## src/rtl/c3zp_pkg.sv

```systemverilog
// shared constants, register codes and types of the 3x3 convolution stream
package c3zp_pkg;

   // defaults for the top-level parameters
   localparam int MAX_LINE_WIDTH_DEF = 1024;
   localparam int COEF_FRAC_BITS_DEF = 8;

   // fixed geometry of the kernel and the data
   localparam int KERNEL_SIZE    = 3;
   localparam int PIXEL_W        = 8;
   localparam int COEF_W         = 16;
   localparam int FRAME_WIDTH_W  = 11;
   localparam int FRAME_HEIGHT_W = 12;
   localparam int KROW_W         = KERNEL_SIZE * COEF_W;

   // product of a signed coefficient and an unsigned pixel, and the 9-term sum
   localparam int PROD_W = COEF_W + PIXEL_W + 1;
   localparam int ACC_W  = PROD_W + 4;

   localparam logic [PIXEL_W-1:0] PIXEL_MAX = '1;

   // register port
   localparam int CSR_DATA_W  = 64;
   localparam int CSR_ADDR_W  = 6;
   localparam int REG_ADDR_LSB = 3;
   localparam int REG_INDEX_W = CSR_ADDR_W - REG_ADDR_LSB;

   typedef enum logic [REG_INDEX_W-1:0] {
      REG_FRAME_WIDTH   = 3'd0,
      REG_FRAME_HEIGHT  = 3'd1,
      REG_KERNEL_TOP    = 3'd2,
      REG_KERNEL_MIDDLE = 3'd3,
      REG_KERNEL_BOTTOM = 3'd4
   } reg_index_type;

   // reset values: 640x480 frame, identity kernel (centre 1.0 in Q8.8)
   localparam logic [FRAME_WIDTH_W-1:0]  FRAME_WIDTH_RST   = 11'd640;
   localparam logic [FRAME_HEIGHT_W-1:0] FRAME_HEIGHT_RST  = 12'd480;
   localparam logic [KROW_W-1:0]         KERNEL_TOP_RST    = 48'h0000_0000_0000;
   localparam logic [KROW_W-1:0]         KERNEL_MIDDLE_RST = 48'h0000_0100_0000;
   localparam logic [KROW_W-1:0]         KERNEL_BOTTOM_RST = 48'h0000_0000_0000;

   typedef logic [KROW_W-1:0] krow_type;

   // configuration seen by the datapath; row 0 is the top kernel row
   typedef struct packed {
      logic [FRAME_WIDTH_W-1:0]  frame_width;
      logic [FRAME_HEIGHT_W-1:0] frame_height;
      krow_type [KERNEL_SIZE-1:0] kernel_rows;
   } cfg_type;

   // per-transaction control decided from the position counters at accept
   typedef struct packed {
      logic emit;
      logic col_zero;
      logic top_off;
      logic bottom_off;
      logic left_off;
      logic right_off;
      logic end_of_row;
      logic end_of_frame;
   } item_info_type;

endpackage

```

## src/rtl/c3zp_ctrl.sv

```systemverilog
// input and output position counters, edge flags and the line ram clearing pass
module c3zp_ctrl import c3zp_pkg::*; #(
   parameter int MAX_LINE_WIDTH = MAX_LINE_WIDTH_DEF
) (
   input  logic                              clock,
   input  logic                              reset,
   input  cfg_type                           cfg,
   input  logic                              accept,
   output item_info_type                     info,
   output logic [$clog2(MAX_LINE_WIDTH)-1:0] rd_col,
   output logic                              clear_busy,
   output logic [$clog2(MAX_LINE_WIDTH)-1:0] clear_addr
);

   localparam int COL_W = $clog2(MAX_LINE_WIDTH);
   localparam int WID_W = $clog2(MAX_LINE_WIDTH + 1);
   localparam int CMP_W = (WID_W > FRAME_WIDTH_W) ? WID_W : FRAME_WIDTH_W;
   localparam logic [CMP_W-1:0] MAX_W     = CMP_W'(MAX_LINE_WIDTH);
   localparam logic [COL_W-1:0] LAST_ADDR = COL_W'(MAX_LINE_WIDTH - 1);

   // saturating input row count: only the first two rows matter
   localparam logic [1:0] ROW_FIRST  = 2'd0;
   localparam logic [1:0] ROW_SECOND = 2'd1;
   localparam logic [1:0] ROW_LATER  = 2'd2;

   logic [COL_W-1:0]          in_col_ff, in_col_in;
   logic [1:0]                in_row_ff, in_row_in;
   logic [COL_W-1:0]          out_col_ff, out_col_in;
   logic [FRAME_HEIGHT_W-1:0] out_row_ff, out_row_in;
   logic                      clear_busy_ff, clear_busy_in;
   logic [COL_W-1:0]          clear_addr_ff, clear_addr_in;

   logic [CMP_W-1:0]          fw_ext, eff_w;
   logic [FRAME_HEIGHT_W-1:0] eff_h;
   logic [CMP_W-1:0]          in_col_inc, out_col_inc;
   logic [FRAME_HEIGHT_W:0]   out_row_inc;
   logic                      in_wrap, emit, eor, last_row, eof;

   // effective frame size
   always_comb begin
      fw_ext = CMP_W'(cfg.frame_width);
      if (fw_ext == '0) begin
         eff_w = CMP_W'(1);
      end else if (fw_ext > MAX_W) begin
         eff_w = MAX_W;
      end else begin
         eff_w = fw_ext;
      end
      eff_h = (cfg.frame_height == '0) ? FRAME_HEIGHT_W'(1) : cfg.frame_height;
   end

   // position compares
   assign in_col_inc  = CMP_W'(in_col_ff) + CMP_W'(1);
   assign out_col_inc = CMP_W'(out_col_ff) + CMP_W'(1);
   assign out_row_inc = {1'b0, out_row_ff} + (FRAME_HEIGHT_W + 1)'(1);
   assign in_wrap     = in_col_inc >= eff_w;
   assign eor         = out_col_inc >= eff_w;
   assign last_row    = out_row_inc >= {1'b0, eff_h};
   assign eof         = eor && last_row;
   assign emit        = (in_row_ff == ROW_LATER) ||
                        ((in_row_ff == ROW_SECOND) && (in_col_ff != '0));

   // counter updates on each accepted transaction
   always_comb begin
      in_col_in  = in_col_ff;
      in_row_in  = in_row_ff;
      out_col_in = out_col_ff;
      out_row_in = out_row_ff;
      if (accept) begin
         if (in_wrap) begin
            in_col_in = '0;
            if (in_row_ff != ROW_LATER) begin
               in_row_in = in_row_ff + 2'd1;
            end
         end else begin
            in_col_in = in_col_inc[COL_W-1:0];
         end
         if (emit) begin
            if (eof) begin
               in_col_in  = '0;
               in_row_in  = ROW_FIRST;
               out_col_in = '0;
               out_row_in = '0;
            end else if (eor) begin
               out_col_in = '0;
               out_row_in = out_row_inc[FRAME_HEIGHT_W-1:0];
            end else begin
               out_col_in = out_col_inc[COL_W-1:0];
            end
         end
      end
   end

   // clearing pass over the line ram after reset
   always_comb begin
      clear_busy_in = clear_busy_ff;
      clear_addr_in = clear_addr_ff;
      if (clear_busy_ff) begin
         clear_addr_in = clear_addr_ff + COL_W'(1);
         if (clear_addr_ff == LAST_ADDR) begin
            clear_busy_in = 1'b0;
         end
      end
   end

   always_ff @(posedge clock) begin
      if (reset) begin
         in_col_ff     <= '0;
         in_row_ff     <= ROW_FIRST;
         out_col_ff    <= '0;
         out_row_ff    <= '0;
         clear_busy_ff <= 1'b1;
         clear_addr_ff <= '0;
      end else begin
         in_col_ff     <= in_col_in;
         in_row_ff     <= in_row_in;
         out_col_ff    <= out_col_in;
         out_row_ff    <= out_row_in;
         clear_busy_ff <= clear_busy_in;
         clear_addr_ff <= clear_addr_in;
      end
   end

   assign info.emit         = emit;
   assign info.col_zero     = (in_col_ff == '0);
   assign info.top_off      = (out_row_ff == '0);
   assign info.bottom_off   = last_row;
   assign info.left_off     = (out_col_ff == '0);
   assign info.right_off    = eor;
   assign info.end_of_row   = eor;
   assign info.end_of_frame = eof;

   assign rd_col     = in_col_ff;
   assign clear_busy = clear_busy_ff;
   assign clear_addr = clear_addr_ff;

endmodule

```

## config.mk

```make
export PLATFORM = sky130hd
export DESIGN_NAME = c3zp_ctrl
export DESIGN_NICKNAME = d
export VERILOG_FILES = /design/src/rtl/c3zp_pkg.sv /design/src/rtl/c3zp_ctrl.sv
export SDC_FILE = /design/constraint.sdc
export NUM_CORES = 1
export LEC_CHECK = 0
export BUFFER_PORTS_ARGS = -buffer_cell sky130_fd_sc_hd__buf_2
export CORE_ASPECT_RATIO = 1.4
export CORE_UTILIZATION = 25
export CTS_BUF_LIST = sky130_fd_sc_hd__clkbuf_4
export CTS_CLUSTER_SIZE = 12
export DETAILED_ROUTE_END_ITERATION = 8
export GPL_TIMING_DRIVEN = 0
export HOLD_SLACK_MARGIN = 0.15
export PLACE_DENSITY = 0.49
export SYNTH_ARGS = -nofsm -noshare
export SYNTH_HDL_FRONTEND = slang
export SYNTH_SLANG_ARGS = --single-unit
```

## constraint.sdc

```tcl
create_clock -name clock -period 3.3 [get_ports clock]
set_clock_uncertainty 0.1 [all_clocks]
set_input_delay 0.66 -clock clock [delete_from_list [all_inputs] [get_ports clock]]
set_output_delay 0.66 -clock clock [all_outputs]
set_load 0.005 [all_outputs]
```

* After elaboration in Yosys (flattened, before gate mapping)
Index checks and enable logic that the tools add are counted.
** Word-level totals
- Bits in registers :: 45
- Input bits :: 170
- Output and inout port bits :: 29
** Cells by class
- Add/subtract/negate cells :: 5
- $lt $le $gt $ge :: 4
- Equality and inequality tests :: 4
- Multiplexer cells :: 16
- Reductions and logical operators :: 12
** Operator list (number)
- 10-bit two-way mux :: 5
- 12-bit two-way mux :: 3
- 12-bit zero test :: 2
- 10-bit by 1-bit adder with 11-bit output, second input constant :: 2
- 11-bit greater-or-equal comparator :: 2
- 11-bit two-way mux :: 2
- 10-bit zero test :: 2
- 12-bit by 1-bit adder with 13-bit output, second input constant :: 1
- 13-bit by 12-bit greater-or-equal comparator with 1-bit output :: 1
- 11-bit > comparator, second input constant :: 1
- 11-bit zero test :: 1
- 10-bit by 1-bit adder with 10-bit output, second input constant :: 1
- 10-bit equality test, second input constant :: 1
- 10-bit nonzero test :: 1
- 2-bit two-way mux :: 4
- 3-bit AND reduction :: 1
- 2-bit by 1-bit adder with 2-bit output, second input constant :: 1
- 2-bit by 1-bit equality test with 1-bit output, second input constant :: 1
- 2-bit equality test, second input constant :: 1
- 1-bit logical AND :: 2
- 1-bit two-way mux :: 2
- 2-bit inequality test, second input constant :: 1
- 2-bit AND reduction :: 1
- 2-bit nonzero test :: 1
- 1-bit logical OR :: 1

* Longest topological paths before layout
- Depth in word-level cells :: 7
- Depth in mapped cells :: 15
- Depth with buffers taken out :: 14

* Worst setup path before layout
No wires, ideal clock.
- Path type :: reg2out
- From :: reg out_col_ff[0]
- To :: out info[1] (netlist name)
- Data arrival time :: 2.799 ns
- Data required time :: 2.540 ns
- Setup slack :: -0.259 ns
- Stages on the path, launching flop included :: 14
- Buffers on the path :: 3
- Cell sequence :: dfxtp_1 -> ha_1 -> and3_1 -> and3_1 -> and3_1 -> and3_1 -> ha_1 -> a2111oi_2 -> o21ai_1 -> a211oi_2 -> nor2_1 -> buf_2 -> buf_2 -> buf_4
** On the way
- Cells in the longest elaborated chain, start to end :: 2
** Ends and longest elaborated chain
- start: declaration :: RTL line c3zp_ctrl.sv:28 : logic [COL_W-1:0] out_col_ff, out_col_in;
- start signal: assignment :: RTL line c3zp_ctrl.sv:117 : out_col_ff <= out_col_in;
- 10-bit by 1-bit adder with 11-bit output :: RTL line c3zp_ctrl.sv:54 : assign out_col_inc = CMP_W'(out_col_ff) + CMP_W'(1);
- 11-bit greater-or-equal comparator :: RTL line c3zp_ctrl.sv:57 : assign eor = out_col_inc >= eff_w;
- end: declaration :: RTL line c3zp_ctrl.sv:9 : output item_info_type info,
No other way between the ends.

* Worst setup path in the final report
- From :: reg out_col_ff[1]
- To :: out info[1] (netlist name)
Same word-level chain as after synthesis.

==> impl_results.html <==
<table>
<tr><th>Metric</th><th>Value</th></tr>
<tr><th colspan="2">Power</th></tr>
<tr><td>Seq pwr share</td><td>50.4%</td></tr>
<tr><td>Internal Dissipation</td><td>778 uW</td></tr>
<tr><td>Clock network fraction of design power</td><td>35.4%</td></tr>
<tr><td>Power per Cell Area</td><td>230 nW/um^2</td></tr>
<tr><td>Net load switching power</td><td>316 uW</td></tr>
<tr><td>Static power due to leakage</td><td>2.16 nW</td></tr>
<tr><td>Worst voltage drop across the vdd grid</td><td>0.000132 V</td></tr>
<tr><td>Combinational share of power</td><td>14.2%</td></tr>
<tr><td>Switch share</td><td>28.9%</td></tr>
<tr><td>Total power draw</td><td>1.09 mW</td></tr>
<tr><th colspan="2">Die</th></tr>
<tr><td>Placeable core region</td><td>13900 sq um</td></tr>
<tr><td>Count of boundary I/O pins</td><td>199</td></tr>
<tr><td>Die Span X</td><td>103 microns</td></tr>
<tr><td>Initial core utilization</td><td>25.7%</td></tr>
<tr><td>Site row count</td><td>51</td></tr>
<tr><td>Die Span Y</td><td>143 microns</td></tr>
<tr><td>Area of the die</td><td>14800 sq um</td></tr>
<tr><th colspan="2">Clock network</th></tr>
<tr><td># hold bufs at CTS</td><td>0</td></tr>
<tr><td>Clock buffers created by TritonCTS</td><td>5</td></tr>
<tr><td>Root cell of the clock tree</td><td>clkbuf_4</td></tr>
<tr><td>H-Tree Depth</td><td>2</td></tr>
<tr><td>CTS tree</td><td>yes</td></tr>
<tr><td>Clk slew on worst S/H paths</td><td>0.16 ns</td></tr>
<tr><td>Total clock sinks</td><td>45</td></tr>
<tr><td>Later-pin clock latency in the skew report</td><td>0.40 ns</td></tr>
<tr><td>Maximum buffer depth of the clock tree</td><td>2</td></tr>
<tr><th colspan="2">Synth</th></tr>
<tr><td>Synth Instances</td><td>450</td></tr>
<tr><td>Top-area cell type share of the netlist area</td><td>25.2%</td></tr>
<tr><td>Number of warnings issued by yosys</td><td>0</td></tr>
<tr><td>Sequential element share of the synthesized area</td><td>25.2%</td></tr>
<tr><td>Post-synth top area cell</td><td>dfxtp_1</td></tr>
<tr><td>Cells taking the most area after synthesis</td><td>dfxtp_1 25%, ha_1 15%, nand2_1 5.4%</td></tr>
<tr><td>Count of flip-flops with a built-in enable after synthesis</td><td>0</td></tr>
<tr><td>Count of cell types in the netlist</td><td>55</td></tr>
<tr><td>Number of nets in the synthesized netlist</td><td>664</td></tr>
<tr><td>Post-synth ARST share</td><td>0%</td></tr>
<tr><td>Syn Area/Cell</td><td>7.93 sq um</td></tr>
<tr><td>Yosys reg bits</td><td>45</td></tr>
<tr><td>Post-synthesis instance area</td><td>3570 sq um</td></tr>
<tr><td>Leading register cell type out of synthesis</td><td>dfxtp_1</td></tr>
<tr><th colspan="2">Route</th></tr>
<tr><td>Violation count after the first detailed-routing iteration</td><td>121</td></tr>
<tr><td>Detailed Route WL</td><td>10.0 mm</td></tr>
<tr><td>Wire length per cell after detailed routing</td><td>13.8 microns</td></tr>
<tr><td>Number of routed nets with antenna violations</td><td>0</td></tr>
<tr><td>Post-detailed-route via-to-cell ratio</td><td>4.83</td></tr>
<tr><td>Number of optimization iterations in the first detailed-route pass</td><td>4</td></tr>
<tr><td>Count of vias placed by the detailed router</td><td>3511</td></tr>
<tr><td>DRC viols</td><td>0</td></tr>
<tr><th colspan="2">Global route</th></tr>
<tr><td>First-pass GRT wire length</td><td>16.4 mm</td></tr>
<tr><td>Pin count of the biggest net entering global routing</td><td>17</td></tr>
<tr><td>Overall track demand over capacity in global routing</td><td>14.2%</td></tr>
<tr><td>Met3 Use GR</td><td>2.72%</td></tr>
<tr><td>Global route hottest layer</td><td>met2</td></tr>
<tr><td>GRT overflow</td><td>0</td></tr>
<tr><td>Initial antenna violation count</td><td>1</td></tr>
<tr><td>GR Layer Usage met2</td><td>25.8%</td></tr>
<tr><td>Vias in the first global route</td><td>3487</td></tr>
<tr><td>Met1 Use GR</td><td>15.9%</td></tr>
<tr><th colspan="2">Place</th></tr>
<tr><td>Routability congestion estimate from global placement</td><td>0.815</td></tr>
<tr><td>Setup WS pre-CTS</td><td>-0.711 ns</td></tr>
<tr><td>HPWL Detailed</td><td>7.53 mm</td></tr>
<tr><td>Cell count after placement</td><td>689</td></tr>
<tr><td>Area after DPL</td><td>4150 sq um</td></tr>
<tr><td>IO Port Bufs</td><td>54</td></tr>
<tr><th colspan="2">STA</th></tr>
<tr><td>Slack of the critical path</td><td>-0.610 ns</td></tr>
<tr><td>Worst-case hold slack</td><td>0.396 ns</td></tr>
<tr><td>Max Clk Rate</td><td>256 MHz</td></tr>
<tr><td>Final critical path time including I/O delays and setup</td><td>3.91 ns</td></tr>
<tr><td>Slew headroom</td><td>58.9%</td></tr>
<tr><td>Transition at the pin with the smallest max-transition slack</td><td>0.616 ns</td></tr>
<tr><td>Final number of hold-violating endpoints</td><td>0</td></tr>
<tr><td>Final setup fails</td><td>4</td></tr>
<tr><td>RSZ-0062 raised after global routing</td><td>true</td></tr>
<tr><td>Final-report max-slew violation count</td><td>0</td></tr>
<tr><td>Final total negative setup slack</td><td>-1.98 ns</td></tr>
<tr><td>Final clock period utilization by the worst path</td><td>118%</td></tr>
<tr><th colspan="2">Final layout</th></tr>
<tr><td>Post-route cell area</td><td>4750 sq um</td></tr>
<tr><td>Layout cell share with drive strength beyond 1</td><td>33.1%</td></tr>
<tr><td>Layout fillers</td><td>1497</td></tr>
<tr><td>Utilization after layout</td><td>34.2%</td></tr>
<tr><td>Number of nets at the end of the flow</td><td>754</td></tr>
<tr><td>Non-filler cells, final</td><td>727</td></tr>
<tr><td>Layout area overhead</td><td>33.2%</td></tr>
<tr><th colspan="2">Critical path</th></tr>
<tr><td>Critical path launch point</td><td>out_col_ff[1]</td></tr>
<tr><td>Required @ worst endpoint</td><td>2.54 ns</td></tr>
<tr><td>Arrival time at the worst endpoint</td><td>3.15 ns</td></tr>
<tr><td>Largest fanout on the critical path</td><td>4</td></tr>
<tr><td>Kind of end point of the critical path</td><td>output pin</td></tr>
<tr><td>Setup Crit Path Kind</td><td>flip-flop to output pin</td></tr>
<tr><td>Startpoint Class</td><td>flip-flop</td></tr>
<tr><td>Beginning of the worst register-to-register path</td><td>out_col_ff[1]</td></tr>
<tr><th colspan="2">Flow run</th></tr>
<tr><td>Maximum capacitance violations</td><td>0</td></tr>
<tr><th colspan="2">Status</th></tr>
<tr><td>Violated checks</td><td>negative setup slack</td></tr>
<tr><td>Outcome</td><td>finished, violations left</td></tr>
<tr><th colspan="2">Hold path</th></tr>
<tr><td>Tightest Hold Check Type</td><td>flip-flop to flip-flop</td></tr>
<tr><td>Start point of the worst hold path</td><td>out_row_ff[5]</td></tr>
</table>
power groups by stage:
| stage | sequential (mW) | clock, mW | combinational (mW) |
|---|---|---|---|
| after floorplan | 0.566 | 0 | 0.0852 |
| after global placement | 0.567 | 0 | 0.136 |
| after detailed placement | 0.568 | 0 | 0.139 |
| after CTS | 0.551 | 0.402 | 0.150 |
| after global routing | 0.553 | 0.424 | 0.175 |
| final | 0.551 | 0.388 | 0.155 |
worst max-delay path: stages, from the launching register on:
cell and delay [ns]:
dfxtp_4 0.40, and3_4 0.19, and3_4 0.18, and3_4 0.20, nand3_4 0.10, xnor2_4 0.21
ha_4 0.23, a2111oi_4 0.28, o21ai_1 0.12, a211oi_2 0.30, nor2_2 0.09, buf_6 0.13
buf_8 0.11, buf_6 0.10, buf_6 0.10
worst paths after layout:
| check | end | slack [ns] | cells past startpoint |
|---|---|---|---|
| worst max-delay path | info[1] | -0.61 | 14 |
| worst max register to register | out_col_ff[2] | 0.03 | 15 |
| worst min register to register | out_row_ff[5] | 0.40 | 2 |
| worst min-delay path | out_row_ff[5] | 0.40 | 2 |
cell usage after synthesis, types with 2 or more instances:
library cell  number
nor4_1             9
nor2_1            45
nand3b_1           8
a211oi_1           2
nand2b_1           7
xor2_1            21
xnor2_1            9
o21ai_1            8
or3_1              3
a41oi_1            4
a21oi_1           35
and2_0             2
nor3_1             3
o211ai_1           2
buf_2             10
o22ai_2            4
a211o_1            2
ha_1              44
nand3_1           14
a21o_1             5
nand2_1           51
and2_1             2
inv_1             30
buf_4              5
dfxtp_1           45
o21a_1             2
and3_1            13
nand4_1           15
o21ai_0           12
nor2b_1            4
nor4_2             2
clkbuf_1           7
mux2i_1            3
cell type report:
type	count	area, sq um	share of cell area, %
sequential	45	936	19.7
multi-input combinational	351	2710	57.0
antenna	1	2.50	0.0526
clock inverter	3	47.5	1.00
buffer	20	143	3.00
clock buffer	5	37.5	0.789
timing repair buffer	85	526	11.1
inverter	32	120	2.53
tap	185	231	4.87
what timing repair did:
action                     4_1_cts  5_1_grt
setup endpoints to repair       37       35
gates resized for setup         42       26
pin swaps                       18       23
hold endpoints to repair         0        0
setup buffers                   22       10
registers in the layout, indices dropped and copies added (netlist names):
name and flops:
clear_busy 1, out_col_ff 10, clear_addr 10, rd_col 10, out_row_ff 12, in_row_ff 2
per-layer routing:
layer	vias to the layer above	routed length [microns]
li1	1761	-
met1	1653	4240
met2	81	5140
met3	16	405
met4	0	241
met5	-	0
cell usage in the layout, fill, tap and decap left out, types with 6 or more instances in the layout:
cell,count
a21oi_1,26
nand2_1,49
dfxtp_4,8
xor2_1,19
and3_1,6
nand3_1,11
dfxtp_1,33
nor4_1,9
ha_1,38
a21oi_2,8
nand2b_1,7
buf_2,57
nand3b_1,8
inv_1,30
o21ai_1,9
nor2_1,40
xnor2_1,8
and3_4,7
buf_6,10
buf_4,31
o21ai_0,11
nand4_1,15
clkbuf_1,6
cell families after synthesis:
| family | Yosys count | share of synthesized area [%] |
|---|---|---|
| buffers and inverters | 54 | 6.55 |
| adder cells (fa/ha/maj) | 44 | 15.4 |
| flip-flops | 45 | 25.2 |
| AO/OA/AOI/OAI | 89 | 17.9 |
| AND/OR/NAND/NOR | 185 | 26.6 |
| multiplexers | 3 | 0.841 |
| XOR/XNOR | 30 | 7.36 |
Power figures use the tool's default switching activity.
