File: src/rtl/c3zp_pkg.sv
// shared constants, register codes and types of the 3x3 convolution stream
package c3zp_pkg;

   // defaults for the top-level parameters
   localparam int MAX_LINE_WIDTH_DEF = 1024;
   localparam int COEF_FRAC_BITS_DEF = 8;

   // fixed geometry of the kernel and the data
   localparam int KERNEL_SIZE    = 3;
   localparam int PIXEL_W        = 8;
   localparam int COEF_W         = 16;
   localparam int FRAME_WIDTH_W  = 11;
   localparam int FRAME_HEIGHT_W = 12;
   localparam int KROW_W         = KERNEL_SIZE * COEF_W;

   // product of a signed coefficient and an unsigned pixel, and the 9-term sum
   localparam int PROD_W = COEF_W + PIXEL_W + 1;
   localparam int ACC_W  = PROD_W + 4;

   localparam logic [PIXEL_W-1:0] PIXEL_MAX = '1;

   // register port
   localparam int CSR_DATA_W  = 64;
   localparam int CSR_ADDR_W  = 6;
   localparam int REG_ADDR_LSB = 3;
   localparam int REG_INDEX_W = CSR_ADDR_W - REG_ADDR_LSB;

   typedef enum logic [REG_INDEX_W-1:0] {
      REG_FRAME_WIDTH   = 3'd0,
      REG_FRAME_HEIGHT  = 3'd1,
      REG_KERNEL_TOP    = 3'd2,
      REG_KERNEL_MIDDLE = 3'd3,
      REG_KERNEL_BOTTOM = 3'd4
   } reg_index_type;

   // reset values: 640x480 frame, identity kernel (centre 1.0 in Q8.8)
   localparam logic [FRAME_WIDTH_W-1:0]  FRAME_WIDTH_RST   = 11'd640;
   localparam logic [FRAME_HEIGHT_W-1:0] FRAME_HEIGHT_RST  = 12'd480;
   localparam logic [KROW_W-1:0]         KERNEL_TOP_RST    = 48'h0000_0000_0000;
   localparam logic [KROW_W-1:0]         KERNEL_MIDDLE_RST = 48'h0000_0100_0000;
   localparam logic [KROW_W-1:0]         KERNEL_BOTTOM_RST = 48'h0000_0000_0000;

   typedef logic [KROW_W-1:0] krow_type;

   // configuration seen by the datapath; row 0 is the top kernel row
   typedef struct packed {
      logic [FRAME_WIDTH_W-1:0]  frame_width;
      logic [FRAME_HEIGHT_W-1:0] frame_height;
      krow_type [KERNEL_SIZE-1:0] kernel_rows;
   } cfg_type;

   // per-transaction control decided from the position counters at accept
   typedef struct packed {
      logic emit;
      logic col_zero;
      logic top_off;
      logic bottom_off;
      logic left_off;
      logic right_off;
      logic end_of_row;
      logic end_of_frame;
   } item_info_type;

endpackage

File: src/rtl/c3zp_csr.sv
// apb register block: frame size and kernel coefficients
module c3zp_csr import c3zp_pkg::*; (
   input  logic                  clock,
   input  logic                  reset,
   input  logic                  psel,
   input  logic                  penable,
   input  logic                  pwrite,
   input  logic [CSR_ADDR_W-1:0] paddr,
   input  logic [CSR_DATA_W-1:0] pwdata,
   output logic [CSR_DATA_W-1:0] prdata,
   output logic                  pready,
   output cfg_type               cfg
);

   logic [FRAME_WIDTH_W-1:0]  frame_width_ff;
   logic [FRAME_HEIGHT_W-1:0] frame_height_ff;
   krow_type                  kernel_top_ff;
   krow_type                  kernel_middle_ff;
   krow_type                  kernel_bottom_ff;
   logic                      wr_strobe;
   reg_index_type             reg_index;

   assign pready    = 1'b1;
   assign wr_strobe = psel && penable && pwrite;
   assign reg_index = reg_index_type'(paddr[CSR_ADDR_W-1:REG_ADDR_LSB]);

   // register writes
   always_ff @(posedge clock) begin
      if (reset) begin
         frame_width_ff   <= FRAME_WIDTH_RST;
         frame_height_ff  <= FRAME_HEIGHT_RST;
         kernel_top_ff    <= KERNEL_TOP_RST;
         kernel_middle_ff <= KERNEL_MIDDLE_RST;
         kernel_bottom_ff <= KERNEL_BOTTOM_RST;
      end else if (wr_strobe) begin
         case (reg_index)
            REG_FRAME_WIDTH:   frame_width_ff   <= pwdata[FRAME_WIDTH_W-1:0];
            REG_FRAME_HEIGHT:  frame_height_ff  <= pwdata[FRAME_HEIGHT_W-1:0];
            REG_KERNEL_TOP:    kernel_top_ff    <= pwdata[KROW_W-1:0];
            REG_KERNEL_MIDDLE: kernel_middle_ff <= pwdata[KROW_W-1:0];
            REG_KERNEL_BOTTOM: kernel_bottom_ff <= pwdata[KROW_W-1:0];
            default: ;
         endcase
      end
   end

   // read mux
   always_comb begin
      case (reg_index)
         REG_FRAME_WIDTH:   prdata = CSR_DATA_W'(frame_width_ff);
         REG_FRAME_HEIGHT:  prdata = CSR_DATA_W'(frame_height_ff);
         REG_KERNEL_TOP:    prdata = CSR_DATA_W'(kernel_top_ff);
         REG_KERNEL_MIDDLE: prdata = CSR_DATA_W'(kernel_middle_ff);
         REG_KERNEL_BOTTOM: prdata = CSR_DATA_W'(kernel_bottom_ff);
         default:           prdata = '0;
      endcase
   end

   assign cfg.frame_width    = frame_width_ff;
   assign cfg.frame_height   = frame_height_ff;
   assign cfg.kernel_rows[0] = kernel_top_ff;
   assign cfg.kernel_rows[1] = kernel_middle_ff;
   assign cfg.kernel_rows[2] = kernel_bottom_ff;

endmodule

File: config.mk
export PLATFORM = sky130hd
export DESIGN_NAME = c3zp_csr
export DESIGN_NICKNAME = d
export VERILOG_FILES = /design/src/rtl/c3zp_pkg.sv /design/src/rtl/c3zp_csr.sv
export SDC_FILE = /design/constraint.sdc
export NUM_CORES = 1
export LEC_CHECK = 0
export ABC_AREA = 0
export BUFFER_PORTS_ARGS = -buffer_cell sky130_fd_sc_hd__buf_4
export CAP_MARGIN = 20
export CELL_PAD_IN_SITES_DETAIL_PLACEMENT = 1
export CELL_PAD_IN_SITES_GLOBAL_PLACEMENT = 2
export CORE_AREA = 2 2 162 180
export CTS_BUF_LIST = sky130_fd_sc_hd__clkbuf_16
export DETAILED_ROUTE_END_ITERATION = 10
export DIE_AREA = 0 0 164 182
export GPL_TIMING_DRIVEN = 0
export PLACE_DENSITY_LB_ADDON = 0.15
export SYNTH_ARGS = -nofsm -noshare
export SYNTH_HDL_FRONTEND = slang
export SYNTH_SLANG_ARGS = --single-unit
File: constraint.sdc
create_clock -name clock -period 1.5 [get_ports clock]
set_input_delay 0.15 -clock clock [delete_from_list [all_inputs] [get_ports clock]]
set_output_delay 0.15 -clock clock [all_outputs]
set_load 0.01 [all_outputs]
======== Word-level counts from Yosys, hierarchy flattened ========
Cells that the tools add are included.
word-level totals
  register bits ........................... 167
  input port bits ......................... 75
  output and inout port bits .............. 232
  logic and storage cells ................. 18
cells by class
  equality and inequality tests ........... 4
  multiplexer cells ....................... 1
  reduce and logical (&&, ||, !) cells .... 8
operator list
  cell                                                                    number
  48-bit case mux with 5 select lines                                     1
  2-bit AND reduction                                                     5
  3-bit by 2-bit equality test with 1-bit output (second input constant)  2
  3-bit by 1-bit equality test with 1-bit output (second input constant)  1
  3-bit equality test (second input constant)                             1
  3-bit logical NOT                                                       1
  1-bit logical AND                                                       2

======== Depth between registers and ports, before layout ========
Gate-level depths: netlist of run 1.
  word-level depth ........................ 3
  mapped depth ............................ 7
  mapped depth without buffers ............ 3

======== Least setup slack after synthesis of run 1 ========
Ideal clock, no wire load.
  path kind ............................... in2out
  from .................................... input paddr[3]
  to ...................................... output prdata[32]
  arrival ................................. 1.207 ns
  data required time ...................... 1.350 ns
  slack ................................... 0.143 ns
  stages .................................. 5
  path buffers ............................ 3
  path through ............................ buf_2 > buf_2 > buf_2 > mux2i_1 > o21ai_0
on the way
  longest elaborated chain between the ends .. 2
  elaborated cells on any way between the ends .. 6
  those cells by class .................... eq/ne (4); mux (1); reduce/logical (1)
ends and longest elaborated chain
  element                                      RTL line        RTL
  start, declared                              c3zp_csr.sv:8   input logic [CSR_ADDR_W-1:0] paddr,
  3-bit equality test (tied with other cells)  c3zp_csr.sv:49  case (reg_index)
  48-bit case mux with 5 select lines *        c3zp_csr.sv:49
  end, declared                                c3zp_csr.sv:10  output logic [CSR_DATA_W-1:0] prdata,
Every way passes the cells marked *; elsewhere a longest branch is shown, timed or not.

======== Worst setup path after layout of run 1 ========
  from .................................... register kernel_top_ff[6]
  to ...................................... output prdata[6]
on the way
  longest elaborated chain between the ends .. 1
ends and longest elaborated chain
  element                              RTL line        RTL
  start, declared                      c3zp_csr.sv:17  krow_type kernel_top_ff;
  start signal, assigned               c3zp_csr.sv:39  REG_KERNEL_TOP: kernel_top_ff <= pwdata[KROW_W-1:0];
  48-bit case mux with 5 select lines  c3zp_csr.sv:49
Every way passes these cells.

==> results of run 1 <==
[cell type report]
type,count,share of cell area (%)
Tap cell,368,4.01
Sequential cell,167,29.4
Multi-Input combinational cell,585,38.2
Buffer,80,4.68
Clock buffer,17,3.70
Clock inverter,15,1.34
Timing Repair Buffer,285,18.7
[power by group through the flow]
stage | combinational, mW | sequential (mW) | clock [mW]
3_5_place_dp | 0.871 | 4.60 | 0
4_1_cts | 0.925 | 4.49 | 4.61
2_1_floorplan | 0.451 | 4.60 | 0
3_3_place_gp | 0.870 | 4.60 | 0
5_1_grt | 0.990 | 4.50 | 4.81
6_report | 0.918 | 4.49 | 4.48
[placed cells by master, fill, tap and decap left out, drive strengths merged]
cell and n:
o22ai 11, a21oi 1, mux2 12, nor2b 10, nor3b 2, nand3b 3
dfxtp 167, and4b 1, or2 1, conb 17, mux2i 195, nor2 15
clkbuf 54, inv 11, nand2b 202, dlygate4sd3 4, nand3 1, nand4 1
clkinv 3, nand4b 1, a21o 1, buf 324, nand2 37, a22oi 22
o21ai 52, bufinv 1
[what timing repair did]
action	in CTS	in global routing
setup buffers	12	1
hold buffers	4	0
endpoints found under the setup margin	45	43
gates resized for setup	75	12
pin swaps	11	5
endpoints found under the hold margin	4	0
[critical path, cell delays in order (launching register included)]
cell     delay [ns]
dfxtp_2        0.34
mux2_2         0.27
a22oi_2        0.12
o22ai_1        0.11
buf_4          0.20
[synthesized netlist by cell type (all sizes together)]
| cell | count | area share, % |
|---|---|---|
| mux2 | 12 | 1.7 |
| o21ai | 52 | 3.3 |
| buf | 43 | 3.8 |
| a21oi | 1 | 0.062 |
| dfxtp | 167 | 42 |
| nand3b | 3 | 0.28 |
| nor2b | 10 | 0.78 |
| nand2b | 202 | 16 |
| nand4 | 1 | 0.16 |
| nand3 | 1 | 0.062 |
| a21o | 1 | 0.094 |
| mux2i | 195 | 24 |
| a22oi | 22 | 2.1 |
| nand4b | 1 | 0.11 |
| nor2 | 15 | 0.70 |
| nand2 | 37 | 1.7 |
| clkbuf | 39 | 1.8 |
| conb | 2 | 0.094 |
| o22ai | 11 | 0.86 |
| nor3b | 2 | 0.25 |
| or2 | 1 | 0.078 |
| and4b | 1 | 0.13 |
[layer usage]
layer  vias to the layer above  part of all wire (%)
li1                       3382                     -
met1                      3432                    47
met2                       187                    47
met3                        15                   4.9
met4                         0                   1.0
met5                         -                     0
[cells by family (layout without fill, tap and decap cells)]
logic type | after synthesis | count (layout) | share of synthesized area [%]
AOI/OAI and AO/OA | 87 | 87 | 6.33
buffers and inverters | 82 | 397 | 5.64
DFF | 167 | 167 | 41.8
muxes | 207 | 207 | 26.1
other | 2 | 17 | 0.0938
and+or+nand+nor | 274 | 274 | 20.1
[final timing paths]
check,slack (ns),end,cells after the start,from
worst min-delay path,0.02,frame_width_ff[7],3,pwdata[7]
worst max register to register,0.64,frame_height_ff[11],4,frame_height_ff[11]
worst max-delay path,-0.12,prdata[6],4,kernel_top_ff[6]
worst min register to register,0.49,kernel_middle_ff[11],2,kernel_middle_ff[11]
[flip-flops by register name, summed over array words and instances, names as in the netlist]
name and cells:
frame_height_ff 12, kernel_bottom_ff 48, frame_width_ff 11, kernel_top_ff 48
kernel_middle_ff 48
==> flow_metrics.tcl, run 1 <==
set metrics [dict create \
    setup_tns_ns -1.06 \
    dp_hpwl_um 22500 \
    hold_ws_ns 0.0187 \
    drcViolationCount 0 \
    worst_clock_skew_ns 0 \
    ir_drop_mv 0.504 \
    final_cells 1517 \
    gr-usage-met1_pct 27.5 \
    ys_ff_latch 167 \
    grt.busiest_layer "met2" \
    dieArea_um2 29800 \
    setup_violations 11 \
    place_area_um2 10500 \
    slew_headroom_pct 45.0 \
    pin_count 307 \
    routed_via_density 4.62 \
    gr-total-overflow 0 \
    tightest_slew_ns 0.825 \
    core-area_um2 28200 \
    drive_gt1_share_pct 36.5 \
    ys.warnings.count 0 \
    slew_violations 0 \
    die_x_um 164 \
    wl_um 31100 \
    grt_pass1_vias 7296 \
    nets 1211 \
    worstSetupPathType "reg -> out" \
    synthCells 819 \
    ys_seq_area_share_pct 41.8 \
    htree_num_levels 4 \
    fillerInstances 3248 \
    clk_pin_slew_ns 0.07 \
    startpoint_type "register" \
    rsz0062_at_grt "true" \
    ys_types 27 \
    crit_fanout 3 \
    total_power_mw 9.89 \
    clk_latency_ns 0.43 \
    p_sw_mw 2.64 \
    drv_cap 0 \
    crit_required_ns 1.35 \
    hold_path.class "in -> reg" \
    p_comb_share_pct 9.3 \
    antenna_cells 0 \
    period_needed_ns 1.62 \
    first_iter_violations 290 \
    hold_viol 0 \
    met2_usage_pct 34.4 \
    clockBufferDepth 2 \
    p_int_mw 7.25 \
    fin_crit_sh_pct 108 \
    grt_pass1_wl_um 45900 \
    place.gp.congestion 0.837 \
    die_h_um 182 \
    initial_core_util_pct 28.4 \
    multi_input_area_um2 4390 \
    grt_max_degree 18 \
    first_pass_iters 4 \
    pre_cts_ws_ns -0.700 \
    outcome "finished, violations left" \
    area_growth_pct 43.6 \
    cellLeakagePower_nw 5.49 \
    antenna_found_initial 0 \
    cp.arrival_ns 1.47 \
    switching_share_pct 26.7 \
    grt_usage_pct 20.7 \
    final_util_pct 40.7 \
    post_drt_wl_per_cell_um 20.5 \
    fmax_ghz 0.618 \
    dr_total_vias 7016 \
    num_rows 65 \
    netlist_area_um2 8000 \
    grt_util_met3_pct 4.29 \
    worstSetupEndpointType "output port" \
    finalWorstSetupSlack_ns -0.119 \
    syn_avg_cell_area_um2 9.77 \
    seqPwrFrac_pct 45.4 \
    violations "negative setup slack" \
    cts_tree "done" \
    postRouteAntennaNets 0 \
    dp_cells 1470 \
    final_area_um2 11500 \
    cts_sinks 167 \
    root_buffer "clkbuf_16" \
    cts_made_buffers 17 \
    p_per_area_nw_per_um2 861 \
    io_buffers 268 \
    p_clk_share_pct 45.3 \
    regArea_um2 3370 \
]
No activity file was read; power rests on OpenSTA's default activity.
==> run 2: changes to the inputs <==
CORE_AREA = 2 2 152 191   (was 2 2 162 180)
DIE_AREA = 0 0 154 193   (was 0 0 164 182)
clock period = 1.65 ns   (was 1.5 ns; I/O delays follow)
==> flow_metrics.tcl, run 2 (synthesized netlist as in run 1, its figures left out) <==
set metrics [dict create \
    outcome "finished, violations left" \
    violations "negative setup slack" \
    area_growth_pct 41.7 \
    htree_num_levels 4 \
    fmax_ghz 0.603 \
    dp_hpwl_um 22900 \
    fin_crit_sh_pct 100 \
    dr_total_vias 7036 \
    cts_tree "done" \
    cellLeakagePower_nw 5.41 \
    die_x_um 154 \
    cpLargestDelayFamily "flip-flops" \
    final_area_um2 11300 \
    postRouteAntennaNets 0 \
    setup_violations 1 \
    initial_core_util_pct 28.5 \
    setup_tns_ns -0.00779 \
    antenna_cells 0 \
    hold_ws_ns 0.0274 \
    slew_headroom_pct 52.0 \
    hold_path.class "in -> reg" \
    io_buffers 268 \
    root_buffer "clkbuf_16" \
    routed_via_density 4.70 \
    num_rows 69 \
    cts_sinks 167 \
    final_util_pct 40.4 \
    final_cell_mix "buf_4, nand2b_1, mux2i_1" \
    worstSetupEndpointType "output port" \
    gr-total-overflow 0 \
    crit_required_ns 1.48 \
    clk_pin_slew_ns 0.07 \
    finalWorstSetupSlack_ns -0.00779 \
    slew_violations 0 \
    antenna_found_initial 0 \
    rsz0062_at_grt "true" \
    place.gp.congestion 0.805 \
    worst_clock_skew_ns 0 \
    clockBufferDepth 2 \
    grt_pass1_vias 7299 \
    p_per_area_nw_per_um2 788 \
    path_cells "mux2_4 > a22oi_2 > o22ai_2 > buf_4" \
    pin_count 307 \
    grt_max_degree 17 \
    cts_made_buffers 17 \
    nets 1205 \
    max_stage_delay_ns 0.34 \
    dieArea_um2 29700 \
    crit_fanout 3 \
    wl_um 30900 \
    top_regs "kernel_bottom_ff (48), kernel_middle_ff (48), kernel_top_ff (48)" \
    worstPathBufferInverterCount 1 \
    hold_viol 0 \
    die_h_um 193 \
    startpoint_type "register" \
    post_drt_wl_per_cell_um 20.7 \
    tightest_slew_ns 0.720 \
    grt_usage_pct 20.5 \
    drcViolationCount 0 \
    drv_cap 0 \
    drive_gt1_share_pct 35.3 \
    cp.arrival_ns 1.49 \
    clk_latency_ns 0.43 \
    grt_pass1_wl_um 45800 \
    first_pass_iters 4 \
    worstSetupPathType "reg -> out" \
    core-area_um2 28100 \
    ir_drop_mv 0.636 \
    period_needed_ns 1.66 \
    worst_path_max_delay_cell "dfxtp_2" \
    pre_cts_ws_ns -0.574 \
    place_area_um2 10500 \
    layout_commonest_cell "buf_4" \
    first_iter_violations 263 \
]
run 2: cell count changes in the layout (fill, tap and decap cells not counted), moves of 4 or more:
cell,change
dfxtp_1,+6
dfxtp_2,-6
clkbuf_8,-4
clkinvlp_4,+4
inv_8,-4
run 2: worst paths after layout:
| check | start | end | slack, ns | cells past startpoint |
|---|---|---|---|---|
| setup / recovery | kernel_top_ff[4] | prdata[4] | -0.008 | 4 |
| hold / removal | pwdata[8] | frame_height_ff[8] | 0.03 | 3 |
| setup reg to reg | frame_height_ff[3] | frame_height_ff[3] | 0.87 | 3 |
| hold reg to reg | kernel_middle_ff[1] | kernel_middle_ff[1] | 0.49 | 2 |
run 2: where the power goes:
group          switching (mW)  internal, mW
Combinational           0.450         0.366
Sequential             0.0274          4.06
Clock                    1.80          2.23
Total                    2.28          6.66
run 2: metal layers:
| layer | vias up | share of wire, % | track usage [%] |
|---|---|---|---|
| li1 | 3367 | - | - |
| met1 | 3456 | 45 | 25.9 |
| met2 | 193 | 50 | 36.1 |
| met3 | 20 | 4.3 | 3.53 |
| met4 | 0 | 1.1 | 5.93 |
| met5 | - | 0 | 0 |
run 2: area by class of cell:
cell class	instances	area [µm²]
clock buffer	17	425
fill	3228	16700
clock inverter	14	150
timing repair buffer	279	2100
sequential	167	3360
multi-input combinational	585	4360
tap	355	444
buffer	80	493
run 2: what timing repair did:
item                                    in CTS  in global routing
gates resized for setup                     45                 22
setup buffers                                5                  2
hold endpoints to repair                     4                  0
hold buffers                                 4                  0
endpoints found under the setup margin      42                 26
pin swaps                                    6                  9
run 2: worst register-to-register path, stage by stage, from the launching register on:
cell and delay (ns):
dfxtp_1 0.38, nor2b_1 0.15, o21ai_0 0.10, o21ai_1 0.09
run 2: stage by stage:
step	total power, mW	cells
after floorplan	4.60	834
after global placement	4.97	1457
after detailed placement	4.97	1457
after CTS	9.04	1495
after global routing	9.27	1497
final	8.94	1497
==> run 3: changes to the inputs <==
GPL_TIMING_DRIVEN = default   (was 0)
clock period = 1.7 ns   (was 1.65 ns; I/O delays follow)
==> flow_metrics.tcl, run 3 (synthesized netlist as in run 1, its figures left out) <==
set metrics [dict create \
    outcome "completed" \
    setup_violations 0 \
    dp_hpwl_um 19500 \
    drive_gt1_share_pct 33.2 \
    cellLeakagePower_nw 5.34 \
    grt_usage_pct 17.7 \
    clk_pin_slew_ns 0.07 \
    final_cells 1453 \
    worstSetupEndpointType "output port" \
    die_x_um 154 \
    layout_commonest_cell "buf_4" \
    routed_via_density 4.62 \
    pre_cts_ws_ns 0.147 \
    crit_required_ns 1.53 \
    num_rows 69 \
    p_per_area_nw_per_um2 769 \
    worstSetupPathType "reg -> out" \
    ff2ff_path_depth 3 \
    clockBufferDepth 2 \
    p_sw_mw 2.05 \
    tightest_slew_ns 0.528 \
    grt_pass1_wl_um 40500 \
    hold_path.class "in -> reg" \
    gr-total-overflow 0 \
    clk_latency_ns 0.43 \
    die_h_um 193 \
    worst_clock_skew_ns 0 \
    io_buffers 270 \
    drv_cap 0 \
    switching_share_pct 23.7 \
    antenna_found_initial 0 \
    r2r_end "frame_height_ff[2]" \
    root_buffer "clkbuf_16" \
    area_growth_pct 40.5 \
    cts_setup_buffers 0 \
    first_iter_violations 234 \
    dieArea_um2 29700 \
    seqPwrFrac_pct 45.9 \
    first_pass_iters 4 \
    dp_cells 1417 \
    top_regs "kernel_bottom_ff (48), kernel_middle_ff (48), kernel_top_ff (48)" \
    initial_core_util_pct 28.5 \
    nets 1161 \
    final_cell_mix "buf_4, nand2b_1, mux2i_1" \
    cts_tree "done" \
    slew_headroom_pct 64.7 \
    post_drt_wl_per_cell_um 18.3 \
    drcViolationCount 0 \
    wl_um 26600 \
    fmax_ghz 0.605 \
    fillerInstances 3227 \
    reg2reg_slack_ns 0.95 \
    antenna_cells 0 \
    cts_made_buffers 17 \
    crit_path_end "prdata[3]" \
    critPathLaunch "kernel_top_ff[3]" \
    dr_total_vias 6716 \
    place.gp.congestion 0.746 \
    fin_crit_sh_pct 97.2 \
    startpoint_type "register" \
    slew_violations 0 \
    pin_count 307 \
    htree_num_levels 4 \
    grt_max_degree 61 \
    p_int_mw 6.59 \
    p_clk_share_pct 45.6 \
    cts_sinks 167 \
    finalWorstSetupSlack_ns 0.0468 \
    reg2reg_from "frame_height_ff[2]" \
    postRouteAntennaNets 0 \
    hold_viol 0 \
    cp.arrival_ns 1.48 \
    period_needed_ns 1.65 \
    ir_drop_mv 0.636 \
    p_comb_share_pct 8.5 \
    grt_pass1_vias 6903 \
    crit_fanout 3 \
    core-area_um2 28100 \
]
-- run 3: worst min path at each step --
| stage | startpoint | endpoint | slack, ns | depth (start not counted) |
|---|---|---|---|---|
| global placement | pwdata[24] | kernel_middle_ff[24] | 0.43 | 3 |
| CTS | pwdata[7] | frame_width_ff[7] | 0.02 | 3 |
| finish | pwdata[7] | frame_width_ff[7] | 0.05 | 3 |
| detailed placement | pwdata[24] | kernel_middle_ff[24] | 0.44 | 3 |
| floorplan | pwdata[9] | frame_width_ff[9] | 0.33 | 2 |
| global route | pwdata[31] | kernel_bottom_ff[31] | 0.04 | 3 |
-- run 3: area by class of cell --
cell class | instances | area (µm²) | area share [%]
repair buffers | 315 | 2540 | 22.6
multi-input cells | 585 | 4320 | 38.5
clock buffers | 17 | 425 | 3.78
flip-flops and latches | 167 | 3350 | 29.8
well taps | 355 | 444 | 3.95
clock inverters | 14 | 161 | 1.44
-- run 3: what timing repair did --
action / in CTS / in global routing
hold buffers: 5 / 0
resized for setup: 2 / 6
setup endpoints to repair: 2 / 5
pin swaps: 0 / 3
hold endpoints to repair: 5 / 0
gates cloned: 0 / 0
-- run 3: critical path, stage by stage (launching register included) --
cell	delay, ns
dfxtp_1	0.34
mux2_2	0.31
a22oi_2	0.14
o22ai_1	0.10
buf_4	0.16
-- run 3: per-stage QoR --
stage,instance area [µm²],TNS (ns),power [mW],utilization [%],hold slack [ns]
final,11200,0,8.64,40.1,0.0475
after global routing,11200,-0.0158,9.00,40.1,0.0426
after CTS,11200,0,8.79,40.0,0.0193
after detailed placement,10600,0,4.79,37.7,0.439
after global placement,10600,0,4.79,37.7,0.433
after floorplan,8060,0,4.46,-,0.331
-- run 3: routing by layer --
metal	up-vias	routed length [µm]	global-route usage [%]
met4	0	325	5.00
met1	3234	11400	21.4
met5	-	0	0
met2	178	13300	31.0
met3	22	1530	4.81
li1	3282	-	-
-- run 3: power groups by stage --
stage | Combinational (mW) | Clock, mW | Sequential, mW
CTS | 0.748 | 4.07 | 3.97
detailed placement | 0.736 | 0 | 4.06
finish | 0.735 | 3.94 | 3.97
global placement | 0.734 | 0 | 4.05
global route | 0.797 | 4.23 | 3.97
floorplan | 0.398 | 0 | 4.06
